--- src/rtl/core/urd_pkg.sv ---
// Shared widths for the unique random draw core.
// Used by the modulo unit and the top level; depends on nothing.
`default_nettype none

package urd_pkg;

  localparam int WORD_W  = 32;
  localparam int START_W = 16;
  localparam int SIZE_W  = 9;
  localparam int VALUE_W = 17;

  localparam logic [SIZE_W-1:0] SIZE_RESET = 9'd256;

  typedef enum logic [0:0] {
    CFG_RANGE_START = 1'b0,
    CFG_RANGE_SIZE  = 1'b1
  } cfg_index_t;

endpackage

`default_nettype wire

--- src/rtl/core/urd_mod.sv ---
// Bit-serial restoring modulo unit: one dividend bit per cycle.
// Depends on urd_pkg for the dividend width.
`default_nettype none

module urd_mod #(
  parameter int CW = 9
) (
  input  wire logic                      clk,
  input  wire logic                      rst,
  input  wire logic                      start,
  input  wire logic [urd_pkg::WORD_W-1:0] dividend,
  input  wire logic [CW-1:0]             divisor,
  output logic                           done,
  output logic [CW-1:0]                  rem
);

  localparam int CNT_W = $clog2(urd_pkg::WORD_W);

  logic                       busy;
  logic [CNT_W-1:0]           cnt;
  logic [urd_pkg::WORD_W-1:0] word_sh;
  logic [CW-1:0]              dsr;
  logic [CW:0]                trial;
  logic [CW:0]                dsr_x;
  logic [CW-1:0]              rem_next;

  always_comb begin
    trial = {rem, word_sh[urd_pkg::WORD_W-1]};
    dsr_x = {1'b0, dsr};
    if (trial >= dsr_x) begin
      rem_next = CW'(trial - dsr_x);
    end else begin
      rem_next = CW'(trial);
    end
  end

  always_ff @(posedge clk) begin
    if (rst) begin
      busy <= 1'b0;
      done <= 1'b0;
      cnt  <= '0;
    end else begin
      done <= 1'b0;
      if (start) begin
        busy <= 1'b1;
        cnt  <= CNT_W'(urd_pkg::WORD_W - 1);
      end else if (busy) begin
        cnt <= cnt - 1'b1;
        if (cnt == '0) begin
          busy <= 1'b0;
          done <= 1'b1;
        end
      end
    end
  end

  always_ff @(posedge clk) begin
    if (start) begin
      word_sh <= dividend;
      dsr     <= divisor;
      rem     <= '0;
    end else if (busy) begin
      word_sh <= {word_sh[urd_pkg::WORD_W-2:0], 1'b0};
      rem     <= rem_next;
    end
  end

endmodule

`default_nettype wire

--- src/rtl/core/urd_map.sv ---
// Used map storage: one bit per entry, one write and one registered read port.
// Standalone; no package dependency.
`default_nettype none

module urd_map #(
  parameter int ENTRIES = 256,
  parameter int IW      = 8
) (
  input  wire logic          clk,
  input  wire logic          we,
  input  wire logic [IW-1:0] waddr,
  input  wire logic          wdata,
  input  wire logic          re,
  input  wire logic [IW-1:0] raddr,
  output logic               rdata
);

  logic mem [ENTRIES];

  always_ff @(posedge clk) begin
    if (we) begin
      mem[waddr] <= wdata;
    end
  end

  always_ff @(posedge clk) begin
    if (re) begin
      rdata <= mem[raddr];
    end
  end

endmodule

`default_nettype wire

--- src/rtl/core/unique_random_draw_core.sv ---
// Sequence: accept, serial modulo, then a sweep of all ENTRIES map entries (new set) or a
//   scan of the map up to the effective range size, then a load of the output register.
// Flow: one transaction at a time; in_ready stays low until the result is loaded into
//   the output register, and an already exhausted set skips the modulo and map steps.
// Reset: synchronous; a clearing pass writes every map entry while
//   in_ready is low. Configuration writes are taken at all times.
`default_nettype none

module unique_random_draw_core #(
  parameter int ENTRIES = 256
) (
  input  wire logic                                clk,
  input  wire logic                                rst,
  input  wire logic                                cfg_we,
  input  wire logic [0:0]                          cfg_index,
  input  wire logic [urd_pkg::START_W-1:0]         cfg_data,
  input  wire logic                                in_valid,
  output logic                                     in_ready,
  input  wire logic                                new_set,
  input  wire logic [urd_pkg::WORD_W-1:0]          random_word,
  output logic                                     out_valid,
  input  wire logic                                out_ready,
  output logic signed [urd_pkg::VALUE_W-1:0]       drawn_value,
  output logic                                     exhausted
);

  localparam int CW = $clog2(ENTRIES + 1);
  localparam int IW = $clog2(ENTRIES);

  typedef enum logic [5:0] {
    ST_CLEAR  = 6'b000001,
    ST_IDLE   = 6'b000010,
    ST_DIVIDE = 6'b000100,
    ST_SWEEP  = 6'b001000,
    ST_SCAN   = 6'b010000,
    ST_EMIT   = 6'b100000
  } state_t;

  state_t state;

  logic signed [urd_pkg::START_W-1:0] range_start;
  logic [urd_pkg::SIZE_W-1:0]         range_size;
  logic [CW-1:0]                      eff_size;
  logic [CW-1:0]                      unused_count;
  logic [CW-1:0]                      unused_count_next;
  logic [CW-1:0]                      divisor;
  logic                               set_flag;
  logic [CW-1:0]                      rank;
  logic [IW-1:0]                      sweep_addr;
  logic [CW-1:0]                      rd_addr;
  logic                               chk_valid;
  logic [IW-1:0]                      chk_idx;
  logic [IW-1:0]                      sel_idx;
  logic                               res_exh;

  logic          mod_start;
  logic          mod_done;
  logic [CW-1:0] mod_rem;

  logic          map_we;
  logic [IW-1:0] map_waddr;
  logic          map_wdata;
  logic          map_re;
  logic          map_rdata;
  logic          found;
  logic          sweep_last;
  logic          accept;

  assign accept     = in_valid && in_ready;
  assign in_ready   = (state == ST_IDLE);
  assign sweep_last = (sweep_addr == IW'(ENTRIES - 1));
  assign found      = (state == ST_SCAN) && chk_valid && !map_rdata && (rank == '0);
  assign map_re     = (state == ST_SCAN) && (rd_addr < eff_size);

  always_comb begin
    if (range_size == '0) begin
      eff_size = CW'(1);
    end else if (32'(range_size) > 32'(ENTRIES)) begin
      eff_size = CW'(ENTRIES);
    end else begin
      eff_size = CW'(range_size);
    end
  end

  always_comb begin
    unused_count_next = new_set ? eff_size : unused_count;
    divisor           = unused_count_next;
    mod_start         = accept && (unused_count_next != '0);
  end

  always_comb begin
    map_we    = 1'b0;
    map_waddr = sweep_addr;
    map_wdata = 1'b0;
    unique case (state)
      ST_CLEAR: begin
        map_we = 1'b1;
      end
      ST_SWEEP: begin
        map_we    = 1'b1;
        map_wdata = (sweep_addr == rank[IW-1:0]);
      end
      ST_SCAN: begin
        map_we    = found;
        map_waddr = chk_idx;
        map_wdata = 1'b1;
      end
      default: begin
        map_we = 1'b0;
      end
    endcase
  end

  urd_mod #(
    .CW(CW)
  ) u_mod (
    .clk      (clk),
    .rst      (rst),
    .start    (mod_start),
    .dividend (random_word),
    .divisor  (divisor),
    .done     (mod_done),
    .rem      (mod_rem)
  );

  urd_map #(
    .ENTRIES(ENTRIES),
    .IW     (IW)
  ) u_map (
    .clk   (clk),
    .we    (map_we),
    .waddr (map_waddr),
    .wdata (map_wdata),
    .re    (map_re),
    .raddr (rd_addr[IW-1:0]),
    .rdata (map_rdata)
  );

  always_ff @(posedge clk) begin
    if (rst) begin
      range_start <= '0;
      range_size  <= urd_pkg::SIZE_RESET;
    end else if (cfg_we) begin
      unique case (cfg_index)
        urd_pkg::CFG_RANGE_START: range_start <= cfg_data;
        urd_pkg::CFG_RANGE_SIZE:  range_size  <= cfg_data[urd_pkg::SIZE_W-1:0];
        default:                  range_size  <= range_size;
      endcase
    end
  end

  always_ff @(posedge clk) begin
    if (rst) begin
      state        <= ST_CLEAR;
      sweep_addr   <= '0;
      unused_count <= CW'(ENTRIES < 256 ? ENTRIES : 256);
      out_valid    <= 1'b0;
      chk_valid    <= 1'b0;
      rd_addr      <= '0;
    end else begin
      if (out_valid && out_ready && state != ST_EMIT) begin
        out_valid <= 1'b0;
      end
      unique case (state)
        ST_CLEAR: begin
          if (sweep_last) begin
            sweep_addr <= '0;
            state      <= ST_IDLE;
          end else begin
            sweep_addr <= sweep_addr + 1'b1;
          end
        end
        ST_IDLE: begin
          if (accept) begin
            unused_count <= unused_count_next;
            set_flag     <= new_set;
            sweep_addr   <= '0;
            rd_addr      <= '0;
            chk_valid    <= 1'b0;
            if (unused_count_next == '0) begin
              res_exh <= 1'b1;
              state   <= ST_EMIT;
            end else begin
              state <= ST_DIVIDE;
            end
          end
        end
        ST_DIVIDE: begin
          if (mod_done) begin
            rank  <= mod_rem;
            state <= set_flag ? ST_SWEEP : ST_SCAN;
          end
        end
        ST_SWEEP: begin
          sweep_addr <= sweep_addr + 1'b1;
          if (sweep_last) begin
            sel_idx      <= rank[IW-1:0];
            res_exh      <= 1'b0;
            unused_count <= unused_count - 1'b1;
            state        <= ST_EMIT;
          end
        end
        ST_SCAN: begin
          chk_valid <= map_re;
          chk_idx   <= rd_addr[IW-1:0];
          if (map_re) begin
            rd_addr <= rd_addr + 1'b1;
          end
          if (found) begin
            sel_idx      <= chk_idx;
            res_exh      <= 1'b0;
            unused_count <= unused_count - 1'b1;
            state        <= ST_EMIT;
          end else if (chk_valid && !map_rdata) begin
            rank <= rank - 1'b1;
          end else if (!chk_valid && !map_re) begin
            res_exh <= 1'b1;
            state   <= ST_EMIT;
          end
        end
        ST_EMIT: begin
          if (!out_valid || out_ready) begin
            out_valid <= 1'b1;
            exhausted <= res_exh;
            if (res_exh) begin
              drawn_value <= '0;
            end else begin
              drawn_value <= urd_pkg::VALUE_W'(range_start)
                             + urd_pkg::VALUE_W'(sel_idx);
            end
            state <= ST_IDLE;
          end
        end
        default: begin
          state <= ST_CLEAR;
        end
      endcase
    end
  end

`ifndef ASSERT_OFF
  a_count_bound: assert property (@(posedge clk) disable iff (rst)
    unused_count <= CW'(ENTRIES))
    else $error("unused count above map size");

  a_exh_zero: assert property (@(posedge clk) disable iff (rst)
    out_valid && exhausted |-> drawn_value == '0)
    else $error("exhausted result carries a value");

  a_busy_after_accept: assert property (@(posedge clk) disable iff (rst)
    accept |=> !in_ready)
    else $error("ready held after accepting a transaction");

  a_mod_done_state: assert property (@(posedge clk) disable iff (rst)
    mod_done |-> state == ST_DIVIDE)
    else $error("modulo unit finished outside divide state");
`endif

endmodule

`default_nettype wire

--- config.mk ---
export PLATFORM = sky130hd
export DESIGN_NAME = unique_random_draw_core
export DESIGN_NICKNAME = d
export VERILOG_FILES = /design/src/rtl/core/urd_pkg.sv /design/src/rtl/core/urd_mod.sv /design/src/rtl/core/urd_map.sv /design/src/rtl/core/unique_random_draw_core.sv
export SDC_FILE = /design/constraint.sdc
export NUM_CORES = 1
export LEC_CHECK = 0
export BUFFER_PORTS_ARGS = -buffer_cell sky130_fd_sc_hd__buf_4
export CORE_MARGIN = 2
export CORE_UTILIZATION = 40
export DETAILED_ROUTE_END_ITERATION = 8
export MAX_ROUTING_LAYER = met4
export PLACE_DENSITY = 0.58
export SLEW_MARGIN = 0
export SYNTH_ARGS = -nofsm -noshare
export SYNTH_HDL_FRONTEND = slang
export SYNTH_SLANG_ARGS = --single-unit
--- constraint.sdc ---
create_clock -name clk -period 16.8 [get_ports clk]
set_input_delay 3.36 -clock clk [delete_from_list [all_inputs] [get_ports clk]]
set_output_delay 3.36 -clock clk [all_outputs]
set_load 0.1 [all_outputs]
==> metrics, run 1 <==
synthesized area=19700 um^2; Max transition margin=between 20% and 30%; asr flop ratio synth=0%; area delta synth->final=13.0%; final instance area=approximately 22000 um^2; number of global-route vias before repair=12800; final setup vio count=0; vias per inst=approximately 5.5; Avg Synthesized Cell Area=~12 um^2; number of synthesized register bits=418; TritonCTS Buffers=between 40 and 50; CTS H-tree depth=2; R2R cell count=5; core area=48700 um^2; Post-synth EDFFs=between 300 and 400; Fillers=around 4500; status=completed; via count=~13000; RSZ-0062 raised after global routing=no; main flop type after synthesis=edfxtp_1; I/O pin cnt=75; Synth Net Count=approximately 1700; Longest Clk Path Bufs=3; final hold viol count=0; CP required=about 17000 ps; Port-buffer cells=74; placed instance area=20700 um^2; GRT Residual Overflow=0; Leak Pwr=between 6 and 7 nW; Worst R2R Start=state[5]$_SDFFE_PP0P_; YS warnings=0; clk sinks=418; minimum clock period=~5800 ps; TNS Setup=0 ps; post-CTS resize count=0; Final ANT Viol Nets=0; drt wl/cell=20.5 um; fmax=174 MHz; Worst setup startpoint=new_set; CTS tree=built; power per cell area=110 nW/um^2; synth unique cells=75; non-filler cells, final=about 2400; layout net count=between 1500 and 2000; Post-DP HPWL=between 20000 and 30000 um; initial detailed-routing violation count=about 1100; 1st-pass router iterations=5; Synth Instances=about 1700; max-cap check violation count=0; CP Class=input port to register; DIE WIDTH=226 um; DRC Markers=0; Slew Limit Fails=0; first-pass GRT wire length=~75000 um; postcts setup bufs=0; DIE HEIGHT=226 um; post-route clock period utilization=between 30 and 40%; Peak VDD IR=between 60 and 70 uV; crit path capture=u_mod.word_sh[12]$_DFFE_PP_; antenna violations before repair=0; CP Max Fanout=53; clk_skew=around 21 ps; GP Congestion=roughly 0.86; clk slew on worst S/H paths=roughly 50 ps; initial core utilization=40.3%; sequential element share of the synthesized area=60.0%; Power Total=2.44 mW; Ant. Diodes=0; Total GRT Usage=19.9%; share of cells above drive strength 1=about 18%; HP Class=register to register; cell total after placement=around 2300; R2R Path End=u_map.mem[96]$_DFFE_PP_; row cnt=81; largest net degree at the start of global routing=130; Clk Tree Root Cell=clkbuf_16; Min Hold Slack=around 460 ps; wirelength, routed=approximately 50000 um; Worst Setup End Kind=register; CTS Hold Bufs=0; Crit path arrival time=5950 ps; reg2reg setup slack=roughly 13000 ps; Worst setup SP type=input port; die area=roughly 51000 um^2; Worst-Margin Slew=1200 ps; Worst-Skew Late Latency=580 ps
[metal layers]
metal	global-route usage [%]	up-vias	part of all wire, %
li1	-	6068	-
met1	26.2	6589	45
met2	32.1	339	48
met3	3.41	68	5.2
met4	5.08	0	2.0
met5	-	-	0
[layout by cell type, fill, tap and decap left out, types with 4 or more instances in the layout]
cell / synthesis / final
a21o_1: 11 / 11
nand2b_1: 12 / 12
nand2_1: 152 / 152
bufinv_16: 0 / 5
ha_1: 31 / 31
nand3b_1: 17 / 17
buf_4: 8 / 89
mux4_2: 57 / 57
mux2_2: 42 / 42
or4_1: 7 / 7
a211oi_1: 13 / 13
nand3_1: 22 / 22
a21oi_1: 77 / 77
inv_1: 47 / 47
xor2_1: 13 / 13
mux2i_1: 24 / 24
clkinv_1: 0 / 11
and2_1: 7 / 7
nor4b_1: 4 / 4
nor3_1: 29 / 28
xnor2_1: 22 / 22
nor4_1: 6 / 6
or3_1: 13 / 13
nor2b_1: 19 / 19
nor3b_1: 4 / 4
edfxtp_1: 343 / 343
clkinv_2: 0 / 13
nand2_2: 22 / 22
a31oi_1: 13 / 13
nor2_1: 310 / 310
o211ai_1: 9 / 9
clkbuf_16: 0 / 48
dfxtp_1: 75 / 73
a221oi_1: 5 / 5
o21ai_0: 43 / 43
and3_1: 8 / 8
a22oi_1: 12 / 12
nand4_1: 11 / 11
[state kept, by name (all words and copies together) (netlist names), 9 cells and up]
signal / count
u_map.mem: 256
u_mod.word_sh: 32
drawn_value: 17
range_start: 16
range_size: 9
rank: 9
rd_addr: 9
u_mod.dsr: 9
u_mod.rem: 9
unused_count: 9
[area by class of cell]
type	instances	area [um^2]	area share, %
Sequential cell	418	11800	53.1
Multi-Input combinational cell	1078	7200	32.4
Clock buffer	52	1230	5.52
Tap cell	664	831	3.74
Timing Repair Buffer	89	668	3.01
Clock inverter	33	298	1.34
Inverter	49	184	0.828
[through the flow]
stage / utilization (%) / setup slack [ps]
after global placement: 42.5 / 10510
after detailed placement: 42.5 / 10450
after global routing: 45.6 / 10810
after CTS: 45.6 / 11030
after floorplan: - / 3230
final: 45.6 / 11040
[power by group]
part / leakage (nW) / internal [mW] / switching, mW
Clock: 0.757 / 0.601 / 0.419
Combinational: 2.75 / 0.0874 / 0.166
Sequential: 3.30 / 1.13 / 0.0276
Total: 6.81 / 1.82 / 0.613
[worst max-delay path: stages]
cell	delay [ps]
buf_4	180
mux2_2	350
inv_1	110
nor4_1	70
nand3_1	140
nand2_2	140
inv_2	790
or2_2	760
[how the worst min path moves through the flow]
stage	from	endpoint	slack [ps]	depth (start not counted)
2_1_floorplan	res_exh$_DFFE_PP_	exhausted$_DFFE_PP_	420	0
3_3_place_gp	range_size[0]$_SDFFE_PP0P_	range_size[0]$_SDFFE_PP0P_	450	2
3_5_place_dp	range_size[0]$_SDFFE_PP0P_	range_size[0]$_SDFFE_PP0P_	450	2
4_1_cts	range_size[0]$_SDFFE_PP0P_	range_size[0]$_SDFFE_PP0P_	460	2
5_1_grt	range_start[7]$_SDFFE_PP0P_	range_start[7]$_SDFFE_PP0P_	480	2
6_report	range_start[7]$_SDFFE_PP0P_	range_start[7]$_SDFFE_PP0P_	460	2
[synthesized netlist by cell type (all sizes together), types with 4 or more instances]
library cell	count	share of area (%)
mux2	42	2.4
dfxtp	75	7.6
o21ai	43	1.1
a211oi	13	0.50
mux4	57	6.5
nor4	8	0.36
nand3b	17	0.65
inv	49	0.94
a22oi	12	0.46
nand2	174	3.6
nand2b	12	0.38
o211ai	9	0.34
nor2	310	5.9
nor3b	4	0.15
edfxtp	343	52
o31ai	7	0.34
a31oi	14	0.48
a21oi	77	2.0
or4	7	0.27
buf	56	1.6
nor4b	4	0.18
a21o	11	0.42
a21boi	4	0.15
ha	31	2.0
xnor2	22	0.98
nand4	11	0.35
a221oi	5	0.22
and3	8	0.25
nor3	29	0.74
nand3	22	0.56
or3	13	0.41
mux2i	24	1.2
nor2b	19	0.60
clkbuf	49	0.94
and2	8	0.26
xor2	13	0.58
[logic make-up after synthesis]
logic type	share of synthesized area [%]
flip-flops	60.0
multiplexers	10.2
AO/OA/AOI/OAI	7.45
AND/OR/NAND/NOR	15.2
adder cells (fa/ha/maj)	2.18
buffers and inverters	3.47
XOR/XNOR	1.56
Note: power is estimated with default switching activity, not from simulation.
==> inputs of run 2 (changes only) <==
==> constraint.sdc (replaced) <==
create_clock -name clk -period 5.7 [get_ports clk]
set_input_delay 1.14 -clock clk [delete_from_list [all_inputs] [get_ports clk]]
set_output_delay 1.14 -clock clk [all_outputs]
set_load 0.1 [all_outputs]
==> run 2 against run 1 <==
Global-route usage decreased by 0.27 points. Sequential power rose to 3.0 times the previous value. Sequential cell count unchanged. Via count shrank 0.51%. Core utilization barely moved. Clock-buffer cell count increased by 15. Critical path type unchanged. Worst setup slack got worse by 8800 ps.
==> metrics, run 2 (synthesis gave the netlist of run 1 again) <==
status=completed (unchanged); Ant. Diodes=0 (unchanged); DIE WIDTH=226 um (unchanged); Slew Limit Fails=0 (unchanged); largest net degree at the start of global routing=257 (was 130); postcts setup bufs=0 (unchanged); WP buf/inv=3 (unchanged); worst hold path cell count=2 (unchanged); CP max stage cell=inv_2 (unchanged); layout net count=1770 (was 1771); share of cells above drive strength 1=17.1% (was 17.7%); CP max stage delay=780 ps (was 790 ps); Post-DP HPWL=29400 um (was 29500 um); crit-path cells=buf_4, mux2_2, inv_1, nor4_1, nand3_1, nand2_2, inv_2, or2_2 (unchanged); I/O pin cnt=75 (unchanged); initial detailed-routing violation count=1198 (was 1077); core area=48700 um^2 (unchanged); clk_skew=24.2 ps (was 21.4 ps); Worst setup SP type=input port (unchanged); max-cap check violation count=0 (unchanged); post-route clock period utilization=61.4%; fmax=between 200 and 300 MHz; number of global-route vias before repair=12900 (was 12800); wirelength, routed=48100 um (was 48800 um); met2 usage=31.8% (was 32.1%); Largest register FFs=256 (unchanged); Longest Clk Path Bufs=3 (unchanged); M1 GR Usage=25.4% (was 26.2%); hold path startpoint=range_start[0]$_SDFFE_PP0P_ (was range_start[7]$_SDFFE_PP0P_); drt wl/cell=20.2 um (was 20.5 um); clk slew on worst S/H paths=60 ps (was 50 ps); Hold EP=range_start[0]$_SDFFE_PP0P_ (was range_start[7]$_SDFFE_PP0P_); met3 GRT Util=3.30% (was 3.41%); GRT Residual Overflow=0 (unchanged); GRT Max-Usage Layer=met2 (unchanged); vias per inst=5.45 (was 5.48); Peak VDD IR=178 uV (was 60.8 uV); row cnt=81 (unchanged); minimum clock period=around 3500 ps; CP required=5910 ps (was 16990 ps); Leak Pwr=6.77 nW (was 6.81 nW); R2R Path End=u_map.mem[116]$_DFFE_PP_ (was u_map.mem[96]$_DFFE_PP_); RSZ-0062 raised after global routing=no (unchanged); CP Max Fanout=53 (unchanged); commonest non-fill, non-tap cell in the layout=edfxtp_1 (unchanged); CTS Hold Bufs=0 (unchanged); initial core utilization=40.3% (unchanged); TritonCTS Buffers=48 (was 47); first-pass GRT wire length=74300 um (was 75200 um); post-CTS resize count=0 (unchanged); pre-CTS setup slack=1580 ps (was 10450 ps); most frequent cells in the layout=edfxtp_1 (343), nor2_1 (310), nand2_1 (152) (unchanged); register name with the most flops=u_map.mem (unchanged); post-route setup slack=2200 ps (was 11040 ps); final hold viol count=0 (unchanged); via count=13000 (was 13100); antenna violations before repair=0 (unchanged); R2R cell count=7 (was 5); clk sinks=418 (unchanged); top flop regs=u_map.mem: 256 flops, u_mod.word_sh: 32 flops, drawn_value: 17 flops (unchanged); Total GRT Usage=19.6% (was 19.9%); Worst R2R Start=state[0]$_SDFFE_PP1P_ (was state[5]$_SDFFE_PP0P_); Crit path arrival time=3710 ps (was 5950 ps); 1st-pass router iterations=7 (was 5); die area=51000 um^2 (unchanged); area delta synth->final=12.9% (was 13.0%); reg2reg setup slack=2220 ps (was 13100 ps); Worst-Skew Late Latency=600 ps (was 580 ps); Clk Tree Root Cell=clkbuf_16 (unchanged); power per cell area=321 nW/um^2 (was 110 nW/um^2); TNS Setup=0 ps (unchanged); Port-buffer cells=74 (unchanged); Worst Setup End Kind=register (unchanged); Max transition margin=26.3% (was 20.2%); CTS tree=built (unchanged); crit-path leading delay family=simple AND/OR/NAND/NOR gates (unchanged); Final ANT Viol Nets=0 (unchanged); CTS H-tree depth=2 (unchanged); CP Class=input port to register (unchanged); final setup vio count=0 (unchanged); GP Congestion=0.850 (was 0.863); DRC Markers=0 (unchanged); HP Class=register to register (unchanged); DIE HEIGHT=226 um (unchanged); Worst-Margin Slew=1100 ps (was 1200 ps)
[run 2: cell count changes in the layout (fill, tap and decap cells not counted), sizes merged]
cell,change
clkinv,-7
bufinv,-3
clkbuf,+15
inv,-1
buf,-2
[run 2: worst max-delay path by stage]
| stage | start | cells after the start | end |
|---|---|---|---|
| after floorplan | state[4]$_SDFFE_PP0P_ | 3 | u_map.mem[0]$_DFFE_PP_ |
| after global placement | new_set | 8 | u_mod.word_sh[11]$_DFFE_PP_ |
| after detailed placement | new_set | 8 | u_mod.word_sh[9]$_DFFE_PP_ |
| after CTS | new_set | 8 | u_mod.word_sh[11]$_DFFE_PP_ |
| after global routing | range_size[8]$_SDFFE_PP1P_ | 8 | u_mod.word_sh[17]$_DFFE_PP_ |
| final | new_set | 8 | u_mod.word_sh[14]$_DFFE_PP_ |
[run 2: power breakdown]
part	total, mW	internal [mW]	switching [mW]
registers	3.44	3.35	0.0903
clock network	2.95	1.69	1.26
logic	0.739	0.257	0.481
[run 2: final cells by class]
class                   instances  area, um^2
fillers                      4431       26500
clock buffers                  67        1290
repair buffers                 87         666
inverters                      49         184
multi-input cells            1078        7200
flip-flops and latches        418       11800
well taps                     664         831
clock inverters                22         215
[run 2: worst register-to-register path: cells and delay by family (launching register included)]
kind | cells | cell delay, ps
AOI/OAI and AO/OA | 1 | 250
buffers and inverters | 1 | 460
DFF | 1 | 370
and+or+nand+nor | 5 | 2100
[run 2: through the flow]
| step | utilization (%) | instance area (um^2) | total power [mW] | hold WS (ps) | std cells |
|---|---|---|---|---|---|
| floorplan | - | 19700 | 3.98 | 424 | 1650 |
| finish | 45.5 | 22200 | 7.12 | 462 | 2385 |
| global route | 45.5 | 22200 | 7.39 | 488 | 2385 |
| CTS | 45.5 | 22200 | 7.18 | 465 | 2385 |
| detailed placement | 42.5 | 20700 | 4.23 | 456 | 2296 |
| global placement | 42.5 | 20700 | 4.23 | 453 | 2296 |
[run 2: routing by layer]
metal | vias up | wire, um
met2 | 312 | 23100
li1 | 6066 | -
met4 | 0 | 1230
met5 | - | 0
met1 | 6529 | 21300
met3 | 90 | 2460
==> inputs of run 3 (changes only) <==
--- a/config.mk
+++ b/config.mk
@@ -5,12 +5,13 @@
 export SDC_FILE = /design/constraint.sdc
 export NUM_CORES = 1
 export LEC_CHECK = 0
+export ABC_AREA = 1
 export BUFFER_PORTS_ARGS = -buffer_cell sky130_fd_sc_hd__buf_4
 export CORE_MARGIN = 2
 export CORE_UTILIZATION = 40
 export DETAILED_ROUTE_END_ITERATION = 8
 export MAX_ROUTING_LAYER = met4
-export PLACE_DENSITY = 0.58
+export PLACE_DENSITY = 0.6
 export SLEW_MARGIN = 0
 export SYNTH_ARGS = -nofsm -noshare
 export SYNTH_HDL_FRONTEND = slang
==> constraint.sdc (replaced) <==
create_clock -name clk -period 2.92 [get_ports clk]
set_input_delay 0.584 -clock clk [delete_from_list [all_inputs] [get_ports clk]]
set_output_delay 0.584 -clock clk [all_outputs]
set_load 0.1 [all_outputs]
==> run 3 against run 2 <==
Combinational power increased to 3.3 times the previous value. Sequential share of layout area decreased by 1.8 points. Via count increased by 20%. Clock power increased by 93%. Hold slack got worse by 230 ps. Core utilization increased by 1.3 points. Worst setup slack got worse by 2100 ps. Critical endpoint is now u_map.mem[128]$_DFFE_PP_.
==> metrics, run 3 <==
status=completed (unchanged); Post-synth EDFFs=343 (unchanged); Largest register FFs=256 (unchanged); Crit path arrival time=3070 ps (was 3710 ps); final instance area=23000 um^2 (was 22200 um^2); CTS Hold Bufs=0 (unchanged); count leader, synth=nor2_1 (was edfxtp_1); Max transition margin=47.7% (was 26.3%); first-pass GRT wire length=81100 um (was 74300 um); final hold viol count=0 (unchanged); Yosys top cell by area=edfxtp_1 (unchanged); row cnt=81 (unchanged); TritonCTS Buffers=46 (was 48); asr flop ratio synth=0% (unchanged); final setup vio count=0 (unchanged); DIE HEIGHT=227 um (was 226 um); core area=49100 um^2 (was 48700 um^2); DIE WIDTH=227 um (was 226 um); drt wl/cell=17.6 um (was 20.2 um); top-area cell type share of the netlist area=51.8% (was 52.4%); wirelength, routed=52500 um (was 48100 um); Worst setup startpoint=state[1]$_SDFFE_PP0P_ (was new_set); initial core utilization=40.6% (was 40.3%); Worst-Skew Late Latency=600 ps (about the same); Port-buffer cells=74 (unchanged); 1st-pass router iterations=6 (was 7); clk_skew=17.7 ps (was 24.2 ps); via count=15500 (was 13000); sequential element share of the synthesized area=59.3% (was 60.0%); commonest non-fill, non-tap cell in the layout=nor2_1 (was edfxtp_1); minimum clock period=~2800 ps; Leak Pwr=8.41 nW (was 6.77 nW); Final ANT Viol Nets=0 (unchanged); synthesized area=19900 um^2 (was 19700 um^2); placed instance area=21500 um^2 (was 20700 um^2); CP required=3210 ps (was 5910 ps); top cell types by occurrence after synthesis=nor2_1 (584), nand2_1 (397), edfxtp_1 (343) (was edfxtp_1 (343), nor2_1 (310), nand2_1 (152)); I/O pin cnt=75 (unchanged); hold path startpoint=cfg_data[7] (was range_start[0]$_SDFFE_PP0P_); Post-DP HPWL=33000 um (was 29400 um); synth unique cells=46 (was 75); Total GRT Usage=21.0% (was 19.6%); die area=51500 um^2 (was 51000 um^2); Area contributors post-synth=edfxtp_1 (52%), nor2_1 (11%), dfxtp_1 (7.5%), nand2_1 (7.5%), o21ai_0 (5.3%) (was edfxtp_1 (52%), dfxtp_1 (7.6%), mux4_2 (6.5%), nor2_1 (5.9%), nand2_1 (2.9%)); post-route clock period utilization=between 90 and 100%; clk slew on worst S/H paths=60 ps (about the same); layout net count=2375 (was 1770); Avg Synthesized Cell Area=9.04 um^2 (was 11.9 um^2); Clk Tree Root Cell=clkbuf_16 (unchanged); number of global-route vias before repair=14700 (was 12900); power per cell area=653 nW/um^2 (was 321 nW/um^2); YS warnings=0 (unchanged); main flop type after synthesis=edfxtp_1 (unchanged); CTS tree=built (unchanged); Slew Limit Fails=0 (unchanged); postcts setup bufs=0 (unchanged); max-cap check violation count=0 (unchanged); Worst setup SP type=register (was input port); HP Class=input port to register (was register to register); GRT Residual Overflow=0 (unchanged); CTS H-tree depth=2 (unchanged); Ant. Diodes=0 (unchanged); CP Max Fanout=31 (was 53); Synth Instances=2201 (was 1650); area delta synth->final=15.5% (was 12.9%); Peak VDD IR=476 uV (was 178 uV); vias per inst=5.20 (was 5.45); DRC Markers=0 (unchanged); antenna violations before repair=0 (unchanged); register name with the most flops=u_map.mem (unchanged); top flop regs=u_map.mem: 256 flops, u_mod.word_sh: 32 flops, drawn_value: 17 flops (unchanged); Worst-Margin Slew=781 ps (was 1100 ps); share of cells above drive strength 1=10.3% (was 17.1%); Worst R2R Start=state[1]$_SDFFE_PP0P_ (was state[0]$_SDFFE_PP1P_); GP Congestion=0.886 (was 0.850); clk sinks=418 (unchanged); largest net degree at the start of global routing=117 (was 257); post-CTS resize count=0 (unchanged); RSZ-0062 raised after global routing=yes (was no); fmax=approximately 360 MHz; Longest Clk Path Bufs=3 (unchanged); Synth Net Count=2289 (was 1738); CP Class=register to register (was input port to register); Worst Setup End Kind=register (unchanged); initial detailed-routing violation count=1388 (was 1198); non-filler cells, final=2986 (was 2385); most frequent cells in the layout=nor2_1 (584), nand2_1 (396), edfxtp_1 (343) (was edfxtp_1 (343), nor2_1 (310), nand2_1 (152)); number of synthesized register bits=418 (unchanged); cell total after placement=2902 (was 2296)
## run 3: cell count changes in the layout (fill, tap and decap cells not counted), moves of 21 or more
cell      before  now
nor2_1       310  584
nand2_1      152  396
o21ai_0       43  211
inv_1         47  130
nand3_1       22   82
mux4_2        57    0
buf_4         86  139
mux2_2        42    0
o211ai_1       9   31
mux2i_1       24    3
nand2_2       22    1
## run 3: layer usage
layer	GRT usage [%]	share of wire, %	vias up
met5	-	0	-
met1	26.5	43	7404
met3	3.27	6.2	105
met4	7.86	3.1	0
met2	34.2	48	494
li1	-	-	7532
## run 3: path summary, 6_finish.rpt
check,endpoint,slack [ps],cells past startpoint
setup / recovery,u_map.mem[128]$_DFFE_PP_,150,10
hold / removal,range_start[7]$_SDFFE_PP0P_,230,3
setup reg to reg,u_map.mem[128]$_DFFE_PP_,150,10
hold reg to reg,chk_valid$_SDFFE_PP0P_,480,2
## run 3: worst max-delay path, stage by stage, from the launching register on
cell	delay [ps]
dfxtp_1	360
nor2_2	160
nand2_1	110
nor3_4	210
buf_12	210
nand2_1	100
o21ai_0	260
inv_1	90
nor2_1	280
nand2_1	430
nor2_1	260
## run 3: stage by stage
stage	hold slack [ps]	setup TNS (ps)	worst slack [ps]	total power [mW]	util, %
floorplan	424	0	114	8.62	-
global placement	451	0	301	9.35	43.9
detailed placement	467	0	221	9.40	43.9
CTS	202	0	210	15.1	46.8
global route	228	-985	-82.3	15.7	46.9
finish	233	0	145	15.0	46.9
## run 3: layout make-up
cell class              instances  area [um^2]
repair buffers                151         1280
well taps                     664          831
clock buffers                  68         1260
clock inverters                15          190
fillers                      4710        26100
flip-flops and latches        418        11800
multi-input cells            1532         7090
inverters                     138          519
## run 3: where the power goes
part           internal (mW)  total (mW)  switching [mW]  leakage (nW)
Clock                   3.28        5.69            2.40         0.704
Combinational          0.802        2.46            1.66          4.17
Sequential              6.69        6.87           0.173          3.53
## run 3: logic make-up (layout without fill, tap and decap cells)
family,after synthesis,in the layout,share of synthesized area [%]
simple gates,1120,1120,22.5
flops,418,418,59.3
compound gates,347,347,9.43
buf+inv,251,372,5.21
fa+ha+maj,33,33,2.15
xor+xnor,29,29,1.28
mux,3,3,0.151
